==> config.mk <==
export PLATFORM = sky130hd
export DESIGN_NAME = rvx_front
export DESIGN_NICKNAME = d
export VERILOG_FILES = /design/src/rtl/rv32i_execute_unit_macros.svh /design/src/rtl/rvx_pkg.sv /design/src/rtl/rvx_front.sv
export SDC_FILE = /design/constraint.sdc
export NUM_CORES = 1
export LEC_CHECK = 0
export BUFFER_PORTS_ARGS = -buffer_cell sky130_fd_sc_hd__buf_4
export CORE_MARGIN = 2
export CORE_UTILIZATION = 55
export CTS_CLUSTER_DIAMETER = 40
export DETAILED_ROUTE_END_ITERATION = 6
export PLACE_DENSITY = 0.91
export SLEW_MARGIN = 15
export SYNTH_ARGS = -nofsm -noshare
export SYNTH_HDL_FRONTEND = slang
export SYNTH_SLANG_ARGS = --single-unit
==> constraint.sdc <==
create_clock -name i_clk -period 8.9 [get_ports i_clk]
set_input_delay 2.225 -clock i_clk [delete_from_list [all_inputs] [get_ports i_clk]]
set_output_delay 2.225 -clock i_clk [all_outputs]
set_load 0.02 [all_outputs]
==> src/rtl/rv32i_execute_unit_macros.svh <==
// ----------------------------------------------------------------------------
// rv32i_execute_unit assertion macros
// Shared concurrent check forms, clocked on i_clk, disabled during reset.
// ----------------------------------------------------------------------------
`ifndef RV32I_EXECUTE_UNIT_MACROS_SVH
`define RV32I_EXECUTE_UNIT_MACROS_SVH

// same-cycle implication
`define RVX_IMPLY(lbl, ante, cons, msg) \
    lbl: assert property (@(posedge i_clk) disable iff (!i_rst_n) (ante) |-> (cons)) \
        else $error(msg);

// next-cycle implication
`define RVX_NEXT(lbl, ante, cons, msg) \
    lbl: assert property (@(posedge i_clk) disable iff (!i_rst_n) (ante) |=> (cons)) \
        else $error(msg);

`endif

==> src/rtl/rvx_pkg.sv <==
// ----------------------------------------------------------------------------
// rvx_pkg
// Types and constants shared by the RV32I execute unit.
// ----------------------------------------------------------------------------
`timescale 1ns / 1ps

package rvx_pkg;

    typedef enum logic [5:0] {
        OP_ADDI  = 6'd0,  OP_SLTI  = 6'd1,  OP_SLTIU = 6'd2,  OP_ANDI  = 6'd3,
        OP_ORI   = 6'd4,  OP_XORI  = 6'd5,  OP_SLLI  = 6'd6,  OP_SRLI  = 6'd7,
        OP_SRAI  = 6'd8,  OP_LB    = 6'd9,  OP_LH    = 6'd10, OP_LW    = 6'd11,
        OP_LBU   = 6'd12, OP_LHU   = 6'd13, OP_JALR  = 6'd14, OP_ADD   = 6'd15,
        OP_SUB   = 6'd16, OP_SLT   = 6'd17, OP_SLTU  = 6'd18, OP_AND   = 6'd19,
        OP_OR    = 6'd20, OP_XOR   = 6'd21, OP_SLL   = 6'd22, OP_SRL   = 6'd23,
        OP_SRA   = 6'd24, OP_SB    = 6'd25, OP_SH    = 6'd26, OP_SW    = 6'd27,
        OP_BGE   = 6'd28, OP_BLT   = 6'd29, OP_BGEU  = 6'd30, OP_BLTU  = 6'd31,
        OP_BEQ   = 6'd32, OP_BNE   = 6'd33, OP_LUI   = 6'd34, OP_AUIPC = 6'd35,
        OP_JAL   = 6'd36
    } t_op;

    typedef enum logic [2:0] {
        CL_ALU, CL_LOAD, CL_STORE, CL_BRANCH, CL_JUMP, CL_NONE
    } t_cls;

    typedef enum logic [1:0] {
        MS_BYTE, MS_HALF, MS_WORD
    } t_msize;

    typedef enum logic [1:0] {
        ST_RD, ST_EX, ST_WB
    } t_state;

    localparam logic [1:0]  ACC_NONE   = 2'd0;
    localparam logic [1:0]  ACC_LOAD   = 2'd1;
    localparam logic [1:0]  ACC_STORE  = 2'd2;
    localparam logic [31:0] UPPER_MASK = 32'hFFFF_F000;

    typedef struct packed {
        t_op         op;
        t_cls        cls;
        logic [4:0]  rd;
        logic [4:0]  rs1;
        logic [4:0]  rs2;
        logic [31:0] imm;
    } t_uop;

    typedef struct packed {
        logic        re;
        logic        we;
        t_msize      size;
        logic [31:0] addr;
        logic [31:0] wdata;
    } t_mem_req;

endpackage

==> src/rtl/rvx_front.sv <==
// ----------------------------------------------------------------------------
// rvx_front
// Accepts instruction transactions, classifies them and queues them.
// ----------------------------------------------------------------------------
`timescale 1ns / 1ps

module rvx_front (
    input  logic              i_clk,
    input  logic              i_rst_n,
    input  logic              i_hold,
    input  logic              i_s_tvalid,
    output logic              o_s_tready,
    input  logic [55:0]       i_s_tdata,
    output logic              o_q_valid,
    input  logic              i_q_pop,
    output rvx_pkg::t_uop     o_q_uop
);

    rvx_pkg::t_uop r_ent [2];
    logic          r_wp;
    logic          r_rp;
    logic [1:0]    r_cnt;
    rvx_pkg::t_uop dec;
    logic          push;
    logic          pop;

    always_comb begin
        dec.op  = rvx_pkg::t_op'(i_s_tdata[5:0]);
        dec.rd  = i_s_tdata[10:6];
        dec.rs1 = i_s_tdata[15:11];
        dec.rs2 = i_s_tdata[20:16];
        dec.imm = i_s_tdata[52:21];
        case (dec.op) inside
            [rvx_pkg::OP_ADDI:rvx_pkg::OP_SRAI],
            [rvx_pkg::OP_ADD:rvx_pkg::OP_SRA],
            rvx_pkg::OP_LUI, rvx_pkg::OP_AUIPC:  dec.cls = rvx_pkg::CL_ALU;
            [rvx_pkg::OP_LB:rvx_pkg::OP_LHU]:    dec.cls = rvx_pkg::CL_LOAD;
            [rvx_pkg::OP_SB:rvx_pkg::OP_SW]:     dec.cls = rvx_pkg::CL_STORE;
            [rvx_pkg::OP_BGE:rvx_pkg::OP_BNE]:   dec.cls = rvx_pkg::CL_BRANCH;
            rvx_pkg::OP_JALR, rvx_pkg::OP_JAL:   dec.cls = rvx_pkg::CL_JUMP;
            default:                             dec.cls = rvx_pkg::CL_NONE;
        endcase
    end

    assign o_s_tready = (r_cnt != 2'd2) && !i_hold;
    assign push       = i_s_tvalid && o_s_tready;
    assign pop        = i_q_pop && o_q_valid;
    assign o_q_valid  = r_cnt != 2'd0;
    assign o_q_uop    = r_ent[r_rp];

    always_ff @(posedge i_clk) begin
        if (push) begin
            r_ent[r_wp] <= dec;
        end
        if (!i_rst_n) begin
            r_wp  <= 1'b0;
            r_rp  <= 1'b0;
            r_cnt <= 2'd0;
        end else begin
            if (push) r_wp <= ~r_wp;
            if (pop)  r_rp <= ~r_rp;
            r_cnt <= r_cnt + 2'(push) - 2'(pop);
        end
    end

endmodule

# Word level (Yosys, flattened, before mapping)
# Memory sizes are Yosys's and may differ from the RTL's. A register that Yosys moved wholly into a read port is not among the register bits.
# Cells that the tools add are included.
[op_classes]
addsub = 2
n_lt_le_gt_ge = 10
eq_ne = 5
n_mux = 9
bitwise_logic = 2
n_reduce_logical = 12
[ops]
columns = ["op", "count"]
rows = [
  ["== test 6 bit, second input constant", 3],
  [">= comparator 6 x 4 -> 1 bit, second input constant", 2],
  [">= comparator 6 x 5 -> 1 bit, second input constant", 2],
  ["less-or-equal comparator 6 x 4 -> 1 bit, second input constant", 2],
  ["less-or-equal comparator 6 x 5 -> 1 bit, second input constant", 2],
  ["2-to-1 mux 3 bit", 4],
  ["logical AND 1 bit", 8],
  ["== test 6 x 4 -> 1 bit, second input constant", 1],
  [">= comparator 6 x 1 -> 1 bit, second input constant", 1],
  ["less-or-equal comparator 6 bit, second input constant", 1],
  ["2-to-1 mux 1 bit", 5],
  ["OR reduction 4 bit", 1],
  ["adder 2 x 1 -> 2 bit", 1],
  ["inequality test 2 bit, second input constant", 1],
  ["NOT 1 bit", 2],
  ["nonzero test 2 bit", 1],
  ["OR reduction 2 bit", 1],
  ["subtractor 2 x 1 -> 2 bit", 1],
  ["zero test 1 bit", 1],
]
[totals]
ff_bits = 4
ramBits = 112
input_bits = 61
out_inout_bits = 58
mem_count = 1
[memory_table]
columns = ["name", "depth", "width", "read_ports", "rd_clocked_by_memory_dff", "write_ports", "line_no", "source"]
rows = [
  ["r_ent", 2, 56, 1, 1, 1, "rvx_front.sv:19", "rvx_pkg::t_uop r_ent [2];"],
]

# Depth between registers and ports, before layout
# Gate-level depths: netlist of the first run.
[logic_depth]
word_depth = 7
depth_mapped = 9
mapped_depth_nobuf = 9

# Worst setup path before layout of the first run
# OpenSTA, ideal clock, no wires.
[synth_timing]
path_kind = "input-to-reg"
startpoint = "input port i_hold"
endpoint = "memory r_ent[0][0] (netlist bit) (enable)"
t_arrival_ns = 5.445
path_slack_ns = 2.949
cell_stages = 1
n_path_buf = 0
cell_sequence = "nor4_2"
[synth_between]
elab_chain_len = 5
[synth_rtl]
columns = ["element", "line_no", "source"]
rows = [
  ["start, declared", "rvx_front.sv:10", "input logic i_hold,"],
  ["zero test 1 bit", "rvx_front.sv:45", "assign o_s_tready = (r_cnt != 2'd2) && !i_hold;"],
  ["logical AND 1 bit", "rvx_front.sv:45", ""],
  ["logical AND 1 bit", "rvx_front.sv:46", "assign push = i_s_tvalid && o_s_tready;"],
  ["2-to-1 mux 1 bit", "rvx_front.sv:52", "if (push) begin"],
  ["2-to-1 mux 1 bit (not written as such)", "rvx_front.sv:53", "r_ent[r_wp] <= dec;"],
  ["end, declared", "rvx_front.sv:19", ""],
]
# Every way passes these cells.

# Worst setup path in the final report of the first run
[layout_timing]
startpoint = "input port i_hold"
endpoint = "output port o_s_tready"
[layout_between]
elab_chain_len = 2
[layout_rtl]
columns = ["element", "line_no", "source"]
rows = [
  ["zero test 1 bit", "rvx_front.sv:45", ""],
  ["logical AND 1 bit", "rvx_front.sv:45", ""],
  ["end, declared", "rvx_front.sv:12", "output logic o_s_tready,"],
]
# Every way passes these cells.

==> metrics.txt, run 1 <==
status=finished clean; Least-Margin Pin Slew=1.01 ns; fin util=0.766; synth top area cells=edfxtp_1, mux2_2, dfxtp_1; initial antenna violation count=0; wire length of the first global-routing pass=12500 µm; pre-CTS worst setup slack=a little under 4 ns; max-cap violation count=0; critical path's most frequent cell=buf_4; nets@finish=411; CP top delay family=buffers and inverters; CTS buffer count=17; port buffer count=approximately 120; Data required, critical path=about 6.7 ns; data arrival time of the worst path=2.72 ns; slowest stage delay, CP=around 0.18 ns; CP Launch Type=input pin; worst ir drop on vdd=between 0.0002 and 0.00025 V; combinational share of power=0.247; clk sink count=117; worst min-delay path class=reg -> reg; crit-path cells=buf_4, nor2_1, buf_4; synthesized cell area=about 4400 µm²; Yosys warning count=0; Overflow after GRT=0; fin. max-slew vios=0; initial DRC count=121; Max Freq=about 200 MHz; GRT Total Usage=0.193; Avg Inst Size Synth=20.3 µm²; final setup TNS=0 ns; power density cells=roughly 290 nW/µm²; top-count cell post-synth=edfxtp_1; Detailed Place HPWL=roughly 5300 µm; layout cells sized above 1=0.573; Cell variety after synth=28; htree depth=4; Clock transition at path regs=around 0.05 ns; RSZ-0062 raised after global routing=no; vias in the first global route=2632; buffer count from post-CTS setup fixing=0; endpoints failing setup=0; Post-synth top cells=edfxtp_1, mux2_2, dfxtp_1; drt wl/cell=around 17 µm; routability cong.=0.705; switching share of power=0.269; critical path peak fanout=3; final hold vios=0; Die W=between 90 and 100 µm; top_reg_cell synth=edfxtp_1; fin worst setup slack=approximately 4 ns; final wirelength=~8000 µm; number of remaining DRC errors=0; largest net degree at the start of global routing=31; syn_nets=279; Via-to-Cell Ratio=about 5.2; CP max stage cell=nor2_1; Internal=1260 µW; reg2reg setup slack=6.61 ns; Seq pwr share=0.401; clk_skew=about 0.0094 ns; row cnt=32; share of the yosys chip area belonging to registers=0.789; ys async rst share=0; Clk pwr share=0.352; worst skew pair latency=0.48 ns; Net Sw Power=roughly 460 µW; DRT Pass-1 Iters=5; fin crit share=0.555; Layout area overhead=34.9%; via count=between 2k and 2.5k; Setup CP Type=in -> out; Yosys reg bits=roughly 120; clock root buffer=clkbuf_8; LEAKAGE=roughly 0.0022 µW; die height=93.3 µm; EDFF count, synth=~110; I/O Pins=around 120; Hold Slack=~0.54 ns; CTS-repair resized insts=0; Initial Util=0.568; CP Capture Type=output pin; Worst Path Buf+Inv=2; min cycle time layout=roughly 4.9 ns; CTS tree=built; # hold bufs at CTS=0; Mapped Cells=~220; Antenna diodes=0; post-synth top area cell=edfxtp_1; ANT nets after route=0; Die Area=between 8000 and 9000 µm²; core area=7730 µm²; relative slew slack=0.324; Bufs on Longest Clock Path=2; Yosys top cell area share=0.766
-- logic make-up (layout without fill, tap and decap cells) --
family | Yosys count | count (layout) | share of synthesized area
buffers and inverters | 10 | 155 | 0.0125
AOI/OAI and AO/OA | 10 | 10 | 0.0157
adders and majority gates | 2 | 2 | 0.00570
xor gates and xnor gates | 2 | 2 | 0.00399
DFF | 117 | 117 | 0.789
muxes | 57 | 57 | 0.146
and+or+nand+nor | 18 | 18 | 0.0268
-- layout by cell type (no fill, tap or decap), types with 2 or more instances in the layout --
| cell | instances |
|---|---|
| buf_4 | 119 |
| edfxtp_1 | 112 |
| mux2_2 | 56 |
| clkbuf_16 | 16 |
| inv_1 | 4 |
| nor2_1 | 4 |
| clkbuf_1 | 4 |
| clkinv_2 | 4 |
| dfxtp_1 | 4 |
| clkinvlp_4 | 3 |
| o21a_1 | 2 |
| nand2_1 | 2 |
| or4b_1 | 2 |
| nor3_1 | 2 |
| a21oi_1 | 2 |
| o21ai_0 | 2 |
| and2_1 | 2 |
| ha_1 | 2 |
| bufinv_16 | 2 |
| clkinv_1 | 2 |
-- routing by layer --
layer	share of wire	track usage	vias to the layer above
li1	-	-	1121
met1	0.38	0.218	1192
met2	0.54	0.338	89
met3	0.065	0.0629	10
met4	0.0092	0.0809	0
met5	0	0	-
-- per-stage QoR --
stage | std cells | area (µm²) | power, µW
2_1_floorplan | 216 | 4390 | 958
3_3_place_gp | 431 | 5380 | 1110
3_5_place_dp | 431 | 5380 | 1130
4_1_cts | 463 | 5920 | 1740
5_1_grt | 463 | 5920 | 1790
6_report | 463 | 5920 | 1720
-- power groups by stage --
stage               clock (µW)  combinational (µW)  sequential, µW
floorplan                    0                 279             679
global placement             0                 419             696
detailed placement           0                 427             699
CTS                        616                 432             690
global route               640                 451             695
finish                     606                 426             690
-- worst reg2reg max path, cell delays in order (launching register included) --
cell and delay (ns):
dfxtp_1 0.36, nor2b_1 0.22, nor2_1 0.19, and3_2 0.67
buf_4 0.49
-- path summary, 6_finish.rpt --
kind	startpoint	to	depth (start not counted)
hold reg to reg	r_rp	r_rp	2
hold / removal	r_rp	r_rp	2
setup reg to reg	r_cnt[1]	r_ent[1][28]	4
setup / recovery	i_hold	o_s_tready	3
-- final cells by class --
cell class / instances / area [µm²]
Clock buffer: 21 / 429
Clock inverter: 11 / 110
Fill cell: 445 / 1810
Inverter: 4 / 15.0
Multi-Input combinational cell: 89 / 880
Sequential cell: 117 / 3460
Tap cell: 102 / 128
Timing Repair Buffer: 119 / 893
-- flip-flops by register name (all words and copies together) (netlist names), named ones only --
register and count:
r_wp 1, r_ent 112, r_cnt 2, r_rp 1
Note: power is estimated with default switching activity, not from simulation.
==> run 2, diff against run 1 <==
CORE_UTILIZATION = 52   (was 55)
PLACE_DENSITY = 0.87   (was 0.91)
clock period = 5 ns   (was 8.9 ns; I/O delays follow)
==> metrics.txt, run 2 (same netlist as run 1, synthesis figures left out) <==
status=finished clean; min cycle time layout=between 3 and 4 ns; routability cong.=0.672 (-4.7%); row cnt=33 (+3.1%); power density cells=544 nW/µm² (+87%); DRT Pass-1 Iters=5 (unchanged); drt wl/cell=16.8 µm (-2.8%); final setup TNS=0 ns (unchanged); R2R Path End=r_ent[1][43]; clk_skew=0.00736 ns (-0.00209 ns); max FFs per register=112 (unchanged); CTS buffer count=17 (unchanged); die height=95.9 µm (+2.7%); crit path to=o_q_uop[2]; clk sink count=117 (unchanged); relative slew slack=0.542 (+0.218); nets@finish=411 (unchanged); CTS-repair resized insts=0 (unchanged); core area=8220 µm² (+6.3%); fin util=0.735 (-0.0314); final hold vios=0 (unchanged); final wirelength=7840 µm (-2.2%); fillcell total=505 (+13%); Reg with most FFs=r_ent; Clock transition at path regs=0.05 ns (about the same); Detailed Place HPWL=4920 µm (-7.1%); Bufs on Longest Clock Path=2 (unchanged); clock root buffer=clkbuf_8; endpoints failing setup=0 (unchanged); RR Startpoint=r_cnt[1]; number of remaining DRC errors=0 (unchanged); layout cells sized above 1=0.582 (+0.00831); htree depth=4 (unchanged); Max Freq=282 MHz; data arrival time of the worst path=2.30 ns (-0.42 ns); # hold bufs at CTS=0 (unchanged); Seq pwr share=0.373 (-0.028); wire length of the first global-routing pass=11600 µm (-7.2%); critical path peak fanout=29 (+26); fin worst setup slack=1.45 ns (-2.51 ns); Via-to-Cell Ratio=5.14 (-1.3%); CP Capture Type=output pin; LEAKAGE=0.00228 µW (+2.4%); Data required, critical path=3.75 ns (-2.93 ns); Top Registers=r_ent x112, r_cnt x2; combinational share of power=0.228 (-0.019); RSZ-0062 raised after global routing=no; CP Launch Type=register; most frequent cells in the layout=buf_4, edfxtp_1, mux2_2, clkbuf_16, bufinv_16; most common cell after layout, fill and taps aside=buf_4; ANT nets after route=0 (unchanged); switching share of power=0.255 (-0.0139); GRT Total Usage=0.176 (-0.0172); buffer count from post-CTS setup fixing=0 (unchanged); Internal=2450 µW (+95%); Hold Path Cell Cnt=2 (unchanged); worst skew pair latency=0.50 ns (+0.02 ns); pre-CTS worst setup slack=1.91 ns (-2.03 ns); CTS tree=built; worst min-delay path class=reg -> reg; Reg2Reg Depth=4 (unchanged); Clk pwr share=0.398 (+0.046); vias in the first global route=2417 (-8.2%); max-cap violation count=0 (unchanged); I/O Pins=119 (unchanged); Die Area=9190 µm² (+5.5%); initial antenna violation count=0 (unchanged); fin. max-slew vios=0 (unchanged); largest net degree at the start of global routing=31 (unchanged); fin crit share=0.709; overall power=3290 µW (+91%); Setup CP Type=reg -> out; initial DRC count=87 (-28%); Least-Margin Pin Slew=0.686 ns (-0.320 ns); Initial Util=0.534 (-0.0338); reg2reg setup slack=2.78 ns (-3.83 ns); worst ir drop on vdd=0.000351 V (+50%); via count=2397 (-0.62%); Net Sw Power=839 µW (+81%); Layout area overhead=37.6%; Die W=95.9 µm (+2.7%); Antenna diodes=0 (unchanged); port buffer count=115 (unchanged); Overflow after GRT=0 (unchanged)
-- run 2: cell count changes in the layout (fill, tap and decap cells not counted), sizes merged --
cell      change
clkinvlp      -1
clkinv        -1
clkbuf        -2
bufinv        +4
-- run 2: through the flow --
| step | hold slack [ns] | instances | instance area (µm²) |
|---|---|---|---|
| CTS | 0.523 | 466 | 6040 |
| floorplan | 0.481 | 216 | 4390 |
| finish | 0.522 | 466 | 6040 |
| global route | 0.565 | 466 | 6040 |
| detailed placement | 0.506 | 434 | 5380 |
| global placement | 0.494 | 434 | 5380 |
-- run 2: worst min-delay path by stage --
stage | slack (ns) | start | endpoint
final | 0.52 | r_rp | r_rp
after detailed placement | 0.51 | r_rp | register
after global routing | 0.56 | r_rp | r_rp
after global placement | 0.49 | r_rp | r_rp
after floorplan | 0.48 | r_rp | register
after CTS | 0.52 | r_rp | r_rp
-- run 2: worst max-delay path: stages (launching register included) --
cell	delay, ns
dfxtp_2	0.77
buf_4	0.47
mux2_2	0.39
buf_4	0.16
-- run 2: final cells by class --
cell class | instances | area (µm²) | area share
Multi-Input combinational cell | 89 | 880 | 0.146
Inverter | 4 | 15.0 | 0.00249
Clock inverter | 13 | 230 | 0.0381
Tap cell | 105 | 131 | 0.0218
Clock buffer | 19 | 422 | 0.0699
Sequential cell | 117 | 3460 | 0.574
Timing Repair Buffer | 119 | 893 | 0.148
-- run 2: metal layers --
metal,vias to the layer above,GRT usage,part of all wire
met5,-,0,0
met4,0,0.0881,0.015
met3,13,0.0579,0.058
met2,99,0.296,0.51
met1,1162,0.203,0.41
li1,1123,-,-
-- run 2: power by group through the flow --
stage	Clock, µW	Sequential [µW]	Combinational (µW)
3_3_place_gp	0	1240	742
2_1_floorplan	0	1210	497
6_report	1310	1230	750
5_1_grt	1370	1240	800
3_5_place_dp	0	1250	750
4_1_cts	1330	1230	760
==> run 3, diff against run 2 <==
ABC_AREA = 1   (was not set)
CORE_UTILIZATION = 47   (was 52)
PLACE_DENSITY = 0.83   (was 0.87)
clock period = 3 ns   (was 5 ns; I/O delays follow)
==> metrics.txt, run 3 <==
status=finished clean; worst min-delay path class=in -> reg; Antenna diodes=0 (unchanged); Hold Path Cell Cnt=1 (-1); Die Area=10600 µm² (+16%); Initial Util=0.479 (-0.0552); Bufs on Longest Clock Path=2 (unchanged); fin. max-slew vios=0 (unchanged); Setup CP Type=reg -> out; min cycle time layout=~2.6 ns; largest net degree at the start of global routing=34 (+9.7%); RR Startpoint=r_cnt[0]; via count=2520 (+5.1%); LEAKAGE=0.00246 µW (+8.2%); die height=103 µm (+7.6%); Yosys reg bits=117 (unchanged); Data required, critical path=2.25 ns (-1.50 ns); GRT Total Usage=0.153 (-0.0235); Yosys top cell area share=0.729 (-0.0378); top-count cell post-synth=edfxtp_1; Seq pwr share=0.399 (+0.026); power density cells=816 nW/µm² (+50%); row cnt=36 (+9.1%); Detailed Place HPWL=5240 µm (+6.5%); relative slew slack=0.690 (+0.148); most frequent cells in the layout=buf_4, edfxtp_1, mux2_4, nand2_1; layout cells sized above 1=0.539 (-0.0423); Clk pwr share=0.356 (-0.042); Die W=103 µm (+7.6%); HP Start=i_s_tdata[43]; Hold Slack=0.436 ns (-0.0868 ns); most common cell after layout, fill and taps aside=buf_4; Layout area overhead=34.6%; reg2reg setup slack=1.30 ns (-1.48 ns); routability cong.=0.785 (+17%); RSZ-0062 raised after global routing=no; Via-to-Cell Ratio=4.79 (-6.9%); Max Freq=roughly 380 MHz; CP Launch Type=register; synthesized cell area=4620 µm² (+5.2%); number of remaining DRC errors=0 (unchanged); Net Sw Power=1390 µW (+66%); clk_skew=0.00390 ns (-0.00346 ns); clk sink count=117 (unchanged); Reg2Reg Depth=9 (+5); final setup TNS=0 ns (unchanged); core area=9640 µm² (+17%); endpoints failing setup=0 (unchanged); R2R Path End=r_cnt[1]; CTS-repair resized insts=0 (unchanged); final hold vios=0 (unchanged); Internal=3680 µW (+50%); nets@finish=443 (+7.8%); hold endpoint=r_ent[0][22]; worst ir drop on vdd=0.000422 V (+20%); max FFs per register=112 (unchanged); initial DRC count=71 (-18%); I/O Pins=119 (unchanged); Yosys warning count=0 (unchanged); initial antenna violation count=0 (unchanged); Top Registers=r_ent x112, r_cnt x2; Synth Area in Simple Gates=0.0358 (+0.00898); wire length of the first global-routing pass=11700 µm (+1.3%); CTS tree=built; Clock transition at path regs=0.06 ns (about the same); switching share of power=0.274 (+0.0188); fin crit share=0.876; CP Capture Type=output pin; synth top area cells=edfxtp_1, mux2_4, mux2_2; Avg Inst Size Synth=18.8 µm² (-7.6%); Reg with most FFs=r_ent; data arrival time of the worst path=1.88 ns (-0.42 ns); buffer count from post-CTS setup fixing=0 (unchanged); post-synthesis xor/xnor area fraction=0.00190 (-0.00209); clock root buffer=clkbuf_8; Mapped Cells=246 (+14%); critical path peak fanout=21 (-28%); drt wl/cell=15.0 µm (-11%); port buffer count=115 (unchanged); worst skew pair latency=0.49 ns (about the same); Overflow after GRT=0 (unchanged); EDFF count, synth=112 (unchanged); Post-synth top cells=edfxtp_1, mux2_4, nand2_1; final wirelength=7910 µm (+0.96%); largest family of logic cells by synthesized area=multiplexers; Least-Margin Pin Slew=0.465 ns (-0.222 ns); # hold bufs at CTS=0 (unchanged); ys async rst share=0 (unchanged); htree depth=4 (unchanged); Post-Synth Adder-Cell Area=0.00542 (-0.000281); post-synth top area cell=edfxtp_1; Cell variety after synth=18 (-36%); vias in the first global route=2433 (+0.66%); mux contribution to synthesized area=0.169 (+0.0232); Compound-Gate Fraction of Synth Area=0.0127 (-0.00294); CTS buffer count=17 (unchanged); syn_nets=309 (+11%); share of the yosys chip area belonging to registers=0.750 (-0.0389); max-cap violation count=0 (unchanged); ANT nets after route=0 (unchanged); top_reg_cell synth=edfxtp_1; DRT Pass-1 Iters=4 (-1); combinational share of power=0.245 (+0.017)
## run 3: changes by cell type after synthesis, moves of 3 or more
cell	change
inv_1	+10
nand4_1	+3
buf_4	-4
nor2_1	+4
mux2_2	-40
mux2_4	+40
nand3_1	+6
buf_6	+5
nand2_1	+21
## run 3: routing by layer
layer,up-vias,track usage,part of all wire
met4,0,0.0719,0.0086
met2,90,0.256,0.53
met3,6,0.0692,0.061
li1,1198,-,-
met1,1226,0.165,0.40
met5,-,0,0
## run 3: worst max-delay path: stages (launching register included)
cell and delay, ns:
dfxtp_4 0.56, buf_4 0.30, mux2_2 0.35, buf_4 0.15
## run 3: power groups by stage
stage	registers, µW	clock network (µW)	logic [µW]
CTS	2030	1850	1260
floorplan	2010	0	855
global placement	2050	0	1240
global route	2040	1930	1330
finish	2020	1800	1240
detailed placement	2060	0	1260
## run 3: cell families after synthesis
kind of cell | count (synthesis)
mux | 56
flops | 117
buf+inv | 20
xor+xnor | 1
compound gates | 10
simple gates | 40
fa+ha+maj | 2
## run 3: final cells by class
cell class,count,area (µm²)
Clock buffer,17,414
Inverter,14,52.6
Timing Repair Buffer,121,933
Sequential cell,117,3470
Clock inverter,15,134
Fill cell,708,3430
Multi-Input combinational cell,109,1050
Tap cell,133,166
## run 3: worst max path at each step
stage	endpoint	slack [ns]	cells after the start	start
4_1_cts	o_q_uop[15]	0.30	3	register
2_1_floorplan	r_ent[0][0]	0.32	3	i_hold
5_1_grt	o_q_uop[15]	0.25	3	register
3_5_place_dp	r_cnt[1]	0.84	9	i_hold
3_3_place_gp	o_q_uop[15]	0.87	3	register
6_report	o_q_uop[15]	0.37	3	register
## run 3: per-stage QoR
| stage | power, µW | cell area (µm²) | setup WS (ns) | utilization | cells |
|---|---|---|---|---|---|
| final | 5070 | 6210 | 0.372 | 0.645 | 526 |
| after global routing | 5290 | 6210 | 0.254 | 0.645 | 526 |
| after global placement | 3290 | 5670 | 0.869 | 0.588 | 494 |
| after floorplan | 2870 | 4620 | 0.322 | - | 246 |
| after CTS | 5140 | 6210 | 0.303 | 0.645 | 526 |
| after detailed placement | 3320 | 5670 | 0.838 | 0.588 | 494 |
